===== config.mk =====
export PLATFORM = sky130hd
export DESIGN_NAME = epoch_seconds_to_civil_time_flat
export DESIGN_NICKNAME = d
export VERILOG_FILES = /design/src/hw/rtl/ect_pkg.sv /design/src/hw/rtl/ect_channels.sv /design/src/hw/rtl/ect_tod_split.sv /design/src/hw/rtl/epoch_seconds_to_civil_time.sv /design/src/flat_wrapper.sv
export VERILOG_INCLUDE_DIRS = /design/src /design/src/hw/rtl
export SDC_FILE = /design/constraint.sdc
export NUM_CORES = 2
export LEC_CHECK = 0
export ABC_AREA = 1
export BUFFER_PORTS_ARGS = -buffer_cell sky130_fd_sc_hd__buf_4
export CAP_MARGIN = 20
export CORE_UTILIZATION = 65
export CTS_CLUSTER_SIZE = 30
export DETAILED_ROUTE_END_ITERATION = 6
export HOLD_SLACK_MARGIN = 0.06
export PLACE_DENSITY_LB_ADDON = 0.05
export SYNTH_ARGS = -nofsm -noshare
export SYNTH_HDL_FRONTEND = slang
export SYNTH_SLANG_ARGS = --single-unit

===== constraint.sdc =====
create_clock -name clock -period 8.54 [get_ports clock]
set_input_delay 0.427 -clock clock [delete_from_list [all_inputs] [get_ports clock]]
set_output_delay 0.427 -clock clock [all_outputs]
set_load 0.02 [all_outputs]

===== src/hw/rtl/assert_macros.svh =====
// assertion macros shared by the rtl files
`ifndef ASSERT_MACROS_SVH
`define ASSERT_MACROS_SVH

// condition must never hold while out of reset
`define ASSERT_NEVER(lbl, clk, rst, cond) \
   lbl: assert property (@(posedge clk) disable iff (rst) !(cond)) \
      else $error("forbidden condition seen");

// antecedent implies consequent in the same cycle
`define ASSERT_IMPLIES(lbl, clk, rst, ante, cons) \
   lbl: assert property (@(posedge clk) disable iff (rst) (ante) |-> (cons)) \
      else $error("implication violated");

`endif


===== src/hw/rtl/ect_pkg.sv =====
// shared constants, types and calendar functions for the civil time converter
package ect_pkg;

   localparam int NUM_STAGES = 8;

   // seconds per day split as 2^7 * 675, quotient by reciprocal multiply
   localparam logic [16:0] SECS_PER_DAY = 17'd86400;
   localparam int DAY_SHIFT = 7;
   localparam logic [25:0] DAY_RECIP = 26'd50903317;
   localparam int DAY_RECIP_SHIFT = 35;

   // year estimate, about days / 365.25
   localparam logic [15:0] YEAR_RECIP = 16'd45933;
   localparam int YEAR_RECIP_SHIFT = 24;

   // hour: 3600 = 16 * 225
   localparam logic [11:0] SECS_PER_HOUR = 12'd3600;
   localparam int HOUR_SHIFT = 4;
   localparam logic [13:0] HOUR_RECIP = 14'd9321;
   localparam int HOUR_RECIP_SHIFT = 21;

   // minute: 60 = 4 * 15
   localparam logic [5:0] SECS_PER_MIN = 6'd60;
   localparam int MIN_SHIFT = 2;
   localparam logic [10:0] MIN_RECIP = 11'd1093;
   localparam int MIN_RECIP_SHIFT = 14;

   localparam logic [11:0] YEAR_BASE = 12'd1978;
   localparam logic [11:0] YEAR_SKIP_LEAP = 12'd2100;

   // per-stage load enables shared by the pipeline parts
   typedef struct packed {
      logic [NUM_STAGES-1:0] load;
   } stage_ctl_type;

   // leap rule over 1978..2115: divisible by 4, century 2100 excluded
   function automatic logic year_is_leap(input logic [7:0] idx);
      logic [11:0] yr;
      yr = YEAR_BASE + 12'(idx);
      return (yr[1:0] == 2'd0) && (yr != YEAR_SKIP_LEAP);
   endfunction

   // days from the epoch to jan 1 of year 1978 + idx
   function automatic logic [15:0] year_start(input logic [7:0] idx);
      logic [11:0] last_yr;
      logic [9:0]  leaps;
      last_yr = YEAR_BASE - 12'd1 + 12'(idx);
      leaps = last_yr[11:2] - 10'd494;
      if (last_yr >= YEAR_SKIP_LEAP) begin
         leaps = leaps - 10'd1;
      end
      return 16'(16'(idx) * 16'd365) + 16'(leaps);
   endfunction

   // day of year at which month m (0 based) starts
   function automatic logic [8:0] month_start(input logic [3:0] m, input logic leap);
      logic [8:0] base;
      case (m)
         4'd0:    base = 9'd0;
         4'd1:    base = 9'd31;
         4'd2:    base = 9'd59;
         4'd3:    base = 9'd90;
         4'd4:    base = 9'd120;
         4'd5:    base = 9'd151;
         4'd6:    base = 9'd181;
         4'd7:    base = 9'd212;
         4'd8:    base = 9'd243;
         4'd9:    base = 9'd273;
         4'd10:   base = 9'd304;
         4'd11:   base = 9'd334;
         default: base = 9'd0;
      endcase
      if (leap && (m >= 4'd2)) begin
         base = base + 9'd1;
      end
      return base;
   endfunction

endpackage


===== src/hw/rtl/ect_channels.sv =====
// valid/ready channel interfaces for request and response items
interface ect_req_if;
   logic        valid;
   logic        ready;
   logic [31:0] epoch_seconds;

   modport source (output valid, output epoch_seconds, input ready);
   modport sink (input valid, input epoch_seconds, output ready);
endinterface

interface ect_rsp_if;
   logic        valid;
   logic        ready;
   logic        valid_res;
   logic [11:0] year;
   logic [3:0]  month;
   logic [4:0]  day_of_month;
   logic [4:0]  hour;
   logic [5:0]  minute;
   logic [5:0]  second;

   modport source (output valid, output valid_res, output year, output month,
                   output day_of_month, output hour, output minute, output second,
                   input ready);
   modport sink (input valid, input valid_res, input year, input month,
                 input day_of_month, input hour, input minute, input second,
                 output ready);
endinterface


===== src/hw/rtl/ect_tod_split.sv =====
// time of day pipeline: seconds of day into hour, minute and second
module ect_tod_split (
   input  logic                  clock,
   input  ect_pkg::stage_ctl_type ctl,
   input  logic [16:0]           tod,
   output logic [4:0]            hour,
   output logic [5:0]            minute,
   output logic [5:0]            second
);

   logic [26:0] hprod4_ff, hprod4_in;
   logic [16:0] tod4_ff;
   logic [4:0]  hour5_ff, hour5_in;
   logic [11:0] rem5_ff, rem5_in;
   logic [16:0] hsec5;
   logic [20:0] mprod6_ff, mprod6_in;
   logic [11:0] rem6_ff;
   logic [4:0]  hour6_ff;
   logic [5:0]  min7_ff, min7_in;
   logic [5:0]  sec7_ff, sec7_in;
   logic [11:0] msec7;
   logic [4:0]  hour7_ff;
   logic [4:0]  hour8_ff;
   logic [5:0]  min8_ff;
   logic [5:0]  sec8_ff;

   // stage 4: hour quotient product
   assign hprod4_in = 27'(tod[16:ect_pkg::HOUR_SHIFT]) * 27'(ect_pkg::HOUR_RECIP);

   // stage 5: hour and remaining seconds of the hour
   assign hour5_in = 5'(hprod4_ff >> ect_pkg::HOUR_RECIP_SHIFT);
   assign hsec5    = 17'(hour5_in) * 17'(ect_pkg::SECS_PER_HOUR);
   assign rem5_in  = 12'(tod4_ff - hsec5);

   // stage 6: minute quotient product
   assign mprod6_in = 21'(rem5_ff[11:ect_pkg::MIN_SHIFT]) * 21'(ect_pkg::MIN_RECIP);

   // stage 7: minute and second
   assign min7_in = 6'(mprod6_ff >> ect_pkg::MIN_RECIP_SHIFT);
   assign msec7   = 12'(min7_in) * 12'(ect_pkg::SECS_PER_MIN);
   assign sec7_in = 6'(rem6_ff - msec7);

   always_ff @(posedge clock) begin
      if (ctl.load[3]) begin
         hprod4_ff <= hprod4_in;
         tod4_ff   <= tod;
      end
      if (ctl.load[4]) begin
         hour5_ff <= hour5_in;
         rem5_ff  <= rem5_in;
      end
      if (ctl.load[5]) begin
         mprod6_ff <= mprod6_in;
         rem6_ff   <= rem5_ff;
         hour6_ff  <= hour5_ff;
      end
      if (ctl.load[6]) begin
         min7_ff  <= min7_in;
         sec7_ff  <= sec7_in;
         hour7_ff <= hour6_ff;
      end
      if (ctl.load[7]) begin
         hour8_ff <= hour7_ff;
         min8_ff  <= min7_ff;
         sec8_ff  <= sec7_ff;
      end
   end

   assign hour   = hour8_ff;
   assign minute = min8_ff;
   assign second = sec8_ff;

endmodule


===== src/hw/rtl/epoch_seconds_to_civil_time.sv =====
// Each item passes 8 register stages, from stage 1 input capture to the stage 8 output register.
// Throughput: one item per cycle while not stalled, through an 8-stage pipeline;
// its stages use reciprocal multiplies and table compares.
// Backpressure stalls only the stages that are full; bubbles are squeezed out.
// Reset (synchronous, active high) clears all stage valid bits; no clearing pass.
`include "assert_macros.svh"

module epoch_seconds_to_civil_time (
   input logic     clock,
   input logic     reset,
   ect_req_if.sink   req_ch,
   ect_rsp_if.source rsp_ch
);

   localparam int NS = ect_pkg::NUM_STAGES;

   ect_pkg::stage_ctl_type ctl;
   logic [NS-1:0] v_ff, v_in;
   logic [NS-1:0] rdy;

   // stage 1: input capture
   logic [31:0] sec1_ff;
   logic        nz1_ff;
   // stage 2: day quotient product
   logic [50:0] prod2_ff, prod2_in;
   logic [31:0] sec2_ff;
   logic        nz2_ff;
   // stage 3: days and seconds of day
   logic [15:0] days3_ff, days3_in;
   logic [16:0] tod3_ff, tod3_in;
   logic [32:0] dsec3;
   logic        nz3_ff;
   // stage 4: year estimate product
   logic [31:0] yprod4_ff, yprod4_in;
   logic [15:0] days4_ff;
   logic        nz4_ff;
   // stage 5: estimate and its bounds checks
   logic [7:0]  est5_ff, est5_in;
   logic        lo5_ff, lo5_in;
   logic        hi5_ff, hi5_in;
   logic [15:0] days5_ff;
   logic        nz5_ff;
   // stage 6: year, day of year, leap flag
   logic [7:0]  yi6;
   logic [8:0]  doy6_ff, doy6_in;
   logic        leap6_ff, leap6_in;
   logic [11:0] year6_ff, year6_in;
   logic        nz6_ff;
   // stage 7: month index
   logic [3:0]  mi7_ff, mi7_in;
   logic [8:0]  doy7_ff;
   logic        leap7_ff;
   logic [11:0] year7_ff;
   logic        nz7_ff;
   // stage 8: output register
   logic [3:0]  month8_ff, month8_in;
   logic [4:0]  day8_ff, day8_in;
   logic [11:0] year8_ff;
   logic        nz8_ff;

   logic [4:0] tod_hour;
   logic [5:0] tod_minute;
   logic [5:0] tod_second;

   // assertion terms
   logic doy_bad;
   logic date_ok;

   // stage ready chain and valid bits
   always_comb begin
      rdy[NS-1] = !v_ff[NS-1] || rsp_ch.ready;
      for (int i = NS - 2; i >= 0; i--) begin
         rdy[i] = !v_ff[i] || rdy[i+1];
      end
      v_in[0] = rdy[0] ? req_ch.valid : v_ff[0];
      for (int i = 1; i < NS; i++) begin
         v_in[i] = rdy[i] ? v_ff[i-1] : v_ff[i];
      end
   end

   assign ctl.load    = rdy;
   assign req_ch.ready = rdy[0];

   always_ff @(posedge clock) begin
      if (reset) begin
         v_ff <= '0;
      end else begin
         v_ff <= v_in;
      end
   end

   // stage 2: (s >> 7) times reciprocal of 675
   assign prod2_in = 51'(sec1_ff[31:ect_pkg::DAY_SHIFT]) * 51'(ect_pkg::DAY_RECIP);

   // stage 3: whole days and remainder
   assign days3_in = 16'(prod2_ff >> ect_pkg::DAY_RECIP_SHIFT);
   assign dsec3    = 33'(days3_in) * 33'(ect_pkg::SECS_PER_DAY);
   assign tod3_in  = 17'(sec2_ff - dsec3[31:0]);

   // stage 4: year estimate product
   assign yprod4_in = 32'(days3_ff) * 32'(ect_pkg::YEAR_RECIP);

   // stage 5: check estimate against year start table
   assign est5_in = 8'(yprod4_ff >> ect_pkg::YEAR_RECIP_SHIFT);
   assign lo5_in  = days4_ff < ect_pkg::year_start(est5_in);
   assign hi5_in  = days4_ff >= ect_pkg::year_start(est5_in + 8'd1);

   // stage 6: corrected year index and day of year
   always_comb begin
      if (lo5_ff) begin
         yi6 = est5_ff - 8'd1;
      end else if (hi5_ff) begin
         yi6 = est5_ff + 8'd1;
      end else begin
         yi6 = est5_ff;
      end
   end
   assign doy6_in  = 9'(days5_ff - ect_pkg::year_start(yi6));
   assign leap6_in = ect_pkg::year_is_leap(yi6);
   assign year6_in = ect_pkg::YEAR_BASE + 12'(yi6);

   // stage 7: month by parallel compare with month starts
   always_comb begin
      mi7_in = 4'd0;
      for (int m = 1; m < 12; m++) begin
         if (doy6_ff >= ect_pkg::month_start(4'(m), leap6_ff)) begin
            mi7_in = 4'(m);
         end
      end
   end

   // stage 8: month and day, 1 based
   assign month8_in = mi7_ff + 4'd1;
   assign day8_in   = 5'(doy7_ff - ect_pkg::month_start(mi7_ff, leap7_ff)) + 5'd1;

   always_ff @(posedge clock) begin
      if (ctl.load[0]) begin
         sec1_ff <= req_ch.epoch_seconds;
         nz1_ff  <= req_ch.epoch_seconds != 32'd0;
      end
      if (ctl.load[1]) begin
         prod2_ff <= prod2_in;
         sec2_ff  <= sec1_ff;
         nz2_ff   <= nz1_ff;
      end
      if (ctl.load[2]) begin
         days3_ff <= days3_in;
         tod3_ff  <= tod3_in;
         nz3_ff   <= nz2_ff;
      end
      if (ctl.load[3]) begin
         yprod4_ff <= yprod4_in;
         days4_ff  <= days3_ff;
         nz4_ff    <= nz3_ff;
      end
      if (ctl.load[4]) begin
         est5_ff  <= est5_in;
         lo5_ff   <= lo5_in;
         hi5_ff   <= hi5_in;
         days5_ff <= days4_ff;
         nz5_ff   <= nz4_ff;
      end
      if (ctl.load[5]) begin
         doy6_ff  <= doy6_in;
         leap6_ff <= leap6_in;
         year6_ff <= year6_in;
         nz6_ff   <= nz5_ff;
      end
      if (ctl.load[6]) begin
         mi7_ff   <= mi7_in;
         doy7_ff  <= doy6_ff;
         leap7_ff <= leap6_ff;
         year7_ff <= year6_ff;
         nz7_ff   <= nz6_ff;
      end
      if (ctl.load[7]) begin
         month8_ff <= month8_in;
         day8_ff   <= day8_in;
         year8_ff  <= year7_ff;
         nz8_ff    <= nz7_ff;
      end
   end

   // time of day split runs alongside stages 4 to 8
   ect_tod_split u_tod_split (
      .clock  (clock),
      .ctl    (ctl),
      .tod    (tod3_ff),
      .hour   (tod_hour),
      .minute (tod_minute),
      .second (tod_second)
   );

   // response, all fields zero for a never item
   assign rsp_ch.valid        = v_ff[NS-1];
   assign rsp_ch.valid_res    = nz8_ff;
   assign rsp_ch.year         = nz8_ff ? year8_ff : 12'd0;
   assign rsp_ch.month        = nz8_ff ? month8_ff : 4'd0;
   assign rsp_ch.day_of_month = nz8_ff ? day8_ff : 5'd0;
   assign rsp_ch.hour         = nz8_ff ? tod_hour : 5'd0;
   assign rsp_ch.minute       = nz8_ff ? tod_minute : 6'd0;
   assign rsp_ch.second       = nz8_ff ? tod_second : 6'd0;

   // day of year beyond the year length
   assign doy_bad = (doy6_ff > 9'd365) || (!leap6_ff && (doy6_ff == 9'd365));

   // result fields inside the calendar ranges; day of month is checked only against its lower bound
   assign date_ok = (rsp_ch.month >= 4'd1) && (rsp_ch.month <= 4'd12) &&
                    (rsp_ch.day_of_month >= 5'd1) && (rsp_ch.hour <= 5'd23) &&
                    (rsp_ch.minute <= 6'd59) && (rsp_ch.second <= 6'd59) &&
                    (rsp_ch.year >= 12'd1978) && (rsp_ch.year <= 12'd2114);

   // year estimate is never off in both directions
   `ASSERT_NEVER(a_est_bounds, clock, reset, v_ff[4] && lo5_ff && hi5_ff)
   // day of year fits the year length
   `ASSERT_NEVER(a_doy_range, clock, reset, v_ff[5] && doy_bad)
   // every dated result lies in the calendar ranges
   `ASSERT_IMPLIES(a_date_range, clock, reset, rsp_ch.valid && rsp_ch.valid_res, date_ok)

endmodule


===== src/flat_wrapper.sv =====
// flat-port wrapper written by rule: the top's interface ports become plain ports
module epoch_seconds_to_civil_time_flat 
  (clock, reset, req_ch_valid, req_ch_epoch_seconds, req_ch_ready, rsp_ch_valid, rsp_ch_valid_res, rsp_ch_year, rsp_ch_month, rsp_ch_day_of_month, rsp_ch_hour, rsp_ch_minute, rsp_ch_second, rsp_ch_ready);
  ect_req_if req_ch_i ();
  ect_rsp_if rsp_ch_i ();
  input logic clock;
  input logic reset;
  input wire logic [$bits(req_ch_i.valid)-1:0] req_ch_valid;
  input wire logic [$bits(req_ch_i.epoch_seconds)-1:0] req_ch_epoch_seconds;
  output wire logic [$bits(req_ch_i.ready)-1:0] req_ch_ready;
  output wire logic [$bits(rsp_ch_i.valid)-1:0] rsp_ch_valid;
  output wire logic [$bits(rsp_ch_i.valid_res)-1:0] rsp_ch_valid_res;
  output wire logic [$bits(rsp_ch_i.year)-1:0] rsp_ch_year;
  output wire logic [$bits(rsp_ch_i.month)-1:0] rsp_ch_month;
  output wire logic [$bits(rsp_ch_i.day_of_month)-1:0] rsp_ch_day_of_month;
  output wire logic [$bits(rsp_ch_i.hour)-1:0] rsp_ch_hour;
  output wire logic [$bits(rsp_ch_i.minute)-1:0] rsp_ch_minute;
  output wire logic [$bits(rsp_ch_i.second)-1:0] rsp_ch_second;
  input wire logic [$bits(rsp_ch_i.ready)-1:0] rsp_ch_ready;
  assign req_ch_i.valid = req_ch_valid;
  assign req_ch_i.epoch_seconds = req_ch_epoch_seconds;
  assign req_ch_ready = req_ch_i.ready;
  assign rsp_ch_valid = rsp_ch_i.valid;
  assign rsp_ch_valid_res = rsp_ch_i.valid_res;
  assign rsp_ch_year = rsp_ch_i.year;
  assign rsp_ch_month = rsp_ch_i.month;
  assign rsp_ch_day_of_month = rsp_ch_i.day_of_month;
  assign rsp_ch_hour = rsp_ch_i.hour;
  assign rsp_ch_minute = rsp_ch_i.minute;
  assign rsp_ch_second = rsp_ch_i.second;
  assign rsp_ch_i.ready = rsp_ch_ready;
  epoch_seconds_to_civil_time u_core (.clock(clock), .reset(reset), .req_ch(req_ch_i), .rsp_ch(rsp_ch_i));
endmodule

* After elaboration in Yosys (flattened, before gate mapping)
Memory sizes are Yosys's and may differ from the RTL's.
Index checks and enable logic that the tools add are counted.
** Storage, ports and cells
- Bits in registers :: 401
- Bits in read-only memories :: 144
- Bits of input ports :: 36
- Output and inout port bits :: 41
- Word-level logic and storage cells :: 159
- Memories :: 1
** Memory list
- (name not given) :: words 16, bits a word 9, read ports 1, clocked after memory_dff 0, wr ports 0, line ect_pkg.sv:58 : case (m)
** Operators by class
- $add $sub $neg :: 24
- Multiply operators :: 10
- $lt $le $gt $ge :: 17
- Equality and inequality tests :: 1
- Mux-type cells :: 32
- Reduce and logical (&&, ||, !) cells :: 22
** Operators by type and width (count)
- 25-bit by 26-bit multiplier with 51-bit output (second input constant) :: 1
- 11-bit by 8-bit adder with 12-bit output (first input constant) :: 4
- 12-bit greater-or-equal comparator (second input constant) :: 3
- 9-bit by 8-bit greater-or-equal comparator with 1-bit output :: 4
- 16-bit by 10-bit adder with 16-bit output :: 2
- 16-bit by 16-bit multiplier with 32-bit output (second input constant) :: 1
- 8-bit by 9-bit multiplier with 16-bit output (second input constant) :: 2
- 32-bit nonzero test :: 1
- 9-bit greater-or-equal comparator :: 3
- 13-bit by 14-bit multiplier with 26-bit output (second input constant) :: 1
- 10-bit by 11-bit multiplier with 20-bit output (second input constant) :: 1
- 10-bit two-way mux :: 2
- 10-bit by 1-bit subtractor with 10-bit output (second input constant) :: 2
- 10-bit by 9-bit subtractor with 10-bit output (second input constant) :: 2
- 9-bit by 7-bit greater-or-equal comparator with 1-bit output :: 2
- 3-bit two-way mux :: 6
- 17-bit subtractor :: 1
- 8-bit by 1-bit adder with 8-bit output (second input constant) :: 2
- 16-bit greater-or-equal comparator :: 1
- 16-bit less-than comparator :: 1
- 16-bit by 10-bit multiplier with 10-bit output (second input constant) :: 1
- 8-bit two-way mux :: 2
- 5-bit two-way mux :: 3
- 12-bit two-way mux :: 1
- other kinds (28) :: 57

* Longest topological paths before layout
- Depth in word-level cells :: 11
- Mapped depth :: 43
- Mapped depth without buffers :: 43

* Cells and area by module
A second synthesis with hierarchy kept.
** Unflattened totals
- Cell total of the unflattened synthesis :: 3944
- Area, all modules :: 38269.2 µm²
** By module, submodules not included
- epoch_seconds_to_civil_time :: instances 1, cells an instance 3237, area an instance 31188.7 µm², seq. area each 6586.3 µm²
- ect_tod_split :: instances 1, cells an instance 707, area an instance 7080.5 µm², seq. area each 2552.4 µm²

* Worst setup path before layout
OpenSTA, ideal clock, no wires.
- Path kind :: reg-to-output
- Start point :: register u_core.v_ff[7]
- End point :: output req_ch_ready
- Data arrival time :: 6.822 ns
- Required time :: 8.113 ns
- Path slack :: 1.291 ns
- Stages on the path, launching flop included :: 16
- Buffers on the path :: 0
- Cell sequence :: dfxtp_1 > inv_1 > nor2_1 > inv_1 > nor2_1 > inv_1 > nor2_1 > inv_1 > nor2_1 > inv_1 > nor2_1 > inv_1 > nor2_1 > inv_1 > nor2_1 > nand2_1
** RTL lines
- start: declaration :: line epoch_seconds_to_civil_time.sv:18 : logic [NS-1:0] v_ff, v_in;
- start signal: assignment :: line epoch_seconds_to_civil_time.sv:88 : v_ff <= v_in;
- end: declaration :: line flat_wrapper.sv:10 : output wire logic [$bits(req_ch_i.ready)-1:0] req_ch_ready;

* Worst setup path after layout
- Start point :: register u_core.yprod4_ff[24]
- End point :: register u_core.hi5_ff, data pin
** On the way
- Cells in the longest elaborated chain, start to end :: 7
- Elaborated cells between the ends (all ways) :: 9
- Classes of those cells :: 5 x add/sub; 1 x mul; 2 x order compare; 1 x mux
** Ends and longest elaborated chain
- start: declaration :: line epoch_seconds_to_civil_time.sv:34 : logic [31:0] yprod4_ff, yprod4_in;
- start signal: assignment :: line epoch_seconds_to_civil_time.sv:152 : yprod4_ff <= yprod4_in;
- 8-bit by 1-bit adder with 8-bit output (*) :: line epoch_seconds_to_civil_time.sv:106 : assign hi5_in = days4_ff >= ect_pkg::year_start(est5_in + 8'd1);
- 11-bit by 8-bit adder with 12-bit output :: line ect_pkg.sv:47 : last_yr = YEAR_BASE - 12'd1 + 12'(idx);
- 10-bit by 9-bit subtractor with 10-bit output :: line ect_pkg.sv:48 : leaps = last_yr[11:2] - 10'd494;
- 10-bit by 1-bit subtractor with 10-bit output :: line ect_pkg.sv:50 : leaps = leaps - 10'd1;
- 10-bit two-way mux :: line ect_pkg.sv:49 : if (last_yr >= YEAR_SKIP_LEAP) begin
- 16-bit by 10-bit adder with 16-bit output (*) :: line ect_pkg.sv:52 : return 16'(16'(idx) * 16'd365) + 16'(leaps);
- 16-bit greater-or-equal comparator (*) :: line epoch_seconds_to_civil_time.sv:106
- via u_core.hi5_in :: line epoch_seconds_to_civil_time.sv:40 : logic hi5_ff, hi5_in;
- end signal: assignment :: line epoch_seconds_to_civil_time.sv:159 : hi5_ff <= hi5_in;
- end: declaration :: line epoch_seconds_to_civil_time.sv:40
The timed path passes the listed nets; every way through them passes the cells marked *.
A chain may end at the register's enable or synchronous reset.

==> metrics <==
post-synth top area share=0.2635; clk_lat worst skew=0.54 ns; # DRC=0; crit path kind=register to register; nets=5,118; syn nets=4,969; initial drt markers=1,220; antenna violations before repair=0; RSZ-0062 raised after global routing=no; Netlist cell types=56; Register-to-Register Path Depth=40; maximum fanout along the worst path=13; Die Wd=242.4 um; Antenna Nets Post-Route=0; Max Cap Viol=0; Tmin final=7.621 ns; most used cell, CP=inv_1; CP startpoint kind=register; aggregate routed wire length=84.05 mm; H-tree depth=2; Layout area overhead=8.195%; Final Wtd Congestion=0.9484; status=completed; HP Class=primary input to register; fin crit share=0.8924; Sink Count=307; post-DP HPWL=71.63 mm; top-count cell post-synth=inv_1; largest net degree at the start of global routing=45; WP data required=8.83 ns; # setup viols final=0; total global-route track usage=0.2972; die height=242.4 um; port buffer count=76; Routed WL per cell=17.99 um; slowest stage delay, CP=0.66 ns; crit path capture type=register; Slowest-stage cell, CP=edfxtp_1; Slew Viols, Final=0; final hold viol count=0; Worst EP arrival=7.91 ns; clk_skew=0.01162 ns; Worst Max-Slew Pin Slew=0.7765 ns; Synth Flop Type=edfxtp_1; First-pass DRT Iterations=5; Seq/Total Area, Yosys=0.2433; IO Count=77; mean post-synth cell area=10.04 um2; share of cells above drive strength 1=0.05438; CTS Buf Count=37; Worst-path clk slew=0.06 ns; total negative slack=0 ns; Initial Util=0.6622; Post-DP Area=39,130 um2; FMAX=0.1312 GHz; Max Buffers Root-to-Sink=3; max_slew headroom=0.4824; Area contributors post-synth=ha_1 26%, edfxtp_1 24%, fa_1 21%; number of global-route vias before repair=27,720; first-pass GRT wire length=138.1 mm; vias=25,870; Rows=87; Synth area leader=ha_1; Overflow after GRT=0; post-synthesis cell area=37,560 um2; design area=40,640 um2; commonest cells in the synthesized netlist=900 x inv_1, 791 x ha_1, 400 x fa_1, 394 x nand2_1, 299 x edfxtp_1; core area=56,710 um2; Root Buffer=clkbuf_16; post-synthesis register bit count=307; Async SR Flop Fraction=0; Vias/cell=5.536; Syn Inst Count=3,742; die area=58,750 um2; synth warn=0; ant diodes=0; WHS Path Cells=1; Post-synth EDFFs=299; CTS tree=done
==> cell type report <==
class / instances / area, um2
Fill cell: 4208 / 16080
Clock inverter: 22 / 234.0
Tap cell: 756 / 945.9
Sequential cell: 307 / 9139
Multi-Input combinational cell: 2514 / 24960
Inverter: 916 / 3447
Clock buffer: 43 / 958.4
Timing Repair Buffer: 115 / 955.9
==> registers in the layout (all words and copies together), names as in the netlist, 9 cells and up <==
register and count:
u_core.days3_ff 16, u_core.days4_ff 16, u_core.days5_ff 9, u_core.doy6_ff 9, u_core.prod2_ff 16, u_core.sec1_ff 32
u_core.sec2_ff 17, u_core.tod3_ff 17, u_core.u_tod_split.rem5_ff 12, u_core.u_tod_split.tod4_ff 9, u_core.year6_ff 12, u_core.year7_ff 12
u_core.year8_ff 12
==> cells in the final DEF, fill, tap and decap left out, types with 8 or more instances in the layout <==
cell type and n:
inv_1 899, ha_1 791, fa_1 400, nand2_1 393, edfxtp_1 299, a21oi_1 208
nor2_1 162, xor2_1 119, o21ai_0 96, nand3_1 90, buf_4 85, xnor2_1 46
clkbuf_16 37, dlygate4sd3_1 29, nand4_1 27, nor3_1 25, nand2_2 19, nor4_1 19
inv_2 12, a31oi_1 11, nand2_4 9, a21o_1 9, o21bai_1 9, dfxtp_1 8
==> kinds of logic after synthesis <==
logic type      count (synthesis)  share of synthesized area
compound gates                378                    0.05560
xor+xnor                      170                    0.04064
fa+ha+maj                    1191                     0.4767
buf+inv                       921                    0.09228
flops                         307                     0.2433
mux                             1                  0.0002998
simple gates                  774                    0.09111
==> metal layers <==
| metal | vias up | part of all wire | GRT usage |
|---|---|---|---|
| met5 | - | 0 | 0 |
| met2 | 621 | 0.51 | 0.5317 |
| li1 | 12390 | - | - |
| met4 | 0 | 0.040 | 0.1115 |
| met1 | 12660 | 0.41 | 0.3695 |
| met3 | 200 | 0.042 | 0.03202 |
==> worst paths after layout <==
path / slack [ns] / end / start
min reg2reg: 0.41 / u_core.days3_ff[10] / u_core.prod2_ff[45]
max reg2reg: 0.92 / u_core.hi5_ff / u_core.yprod4_ff[24]
max: 0.92 / u_core.hi5_ff / u_core.yprod4_ff[24]
min: 0.09 / u_core.sec1_ff[2] / req_ch_epoch_seconds[2]
==> through the flow <==
stage / utilization / worst slack [ns] / cells / hold WS, ns
floorplan: - / 1.291 / 3742 / 0.4003
finish: 0.7165 / 0.9188 / 4673 / 0.08970
detailed placement: 0.6899 / 1.013 / 4578 / 0.4045
global placement: 0.6899 / 1.247 / 4578 / 0.4005
CTS: 0.7160 / 0.9836 / 4672 / 0.06020
global route: 0.7165 / 0.2140 / 4673 / 0.06745
==> worst max-delay path: cells and delay by family (launching register included) <==
kind / cells / cell delay, ns
XOR/XNOR: 3 / 0.73
AO/OA/AOI/OAI: 6 / 0.79
adder cells (fa/ha/maj): 8 / 2.84
AND/OR/NAND/NOR: 14 / 1.52
buffers and inverters: 9 / 0.82
flip-flops: 1 / 0.66
==> repair_timing <==
item	CTS	global route
hold endpoints to repair	29	0
hold buffers	29	0
buffers inserted	0	0
gates resized for setup	0	0
Power is left out: the tool's default activity adds up to more than one toggle a clock period on the data nets, which glitch-free logic cannot reach.
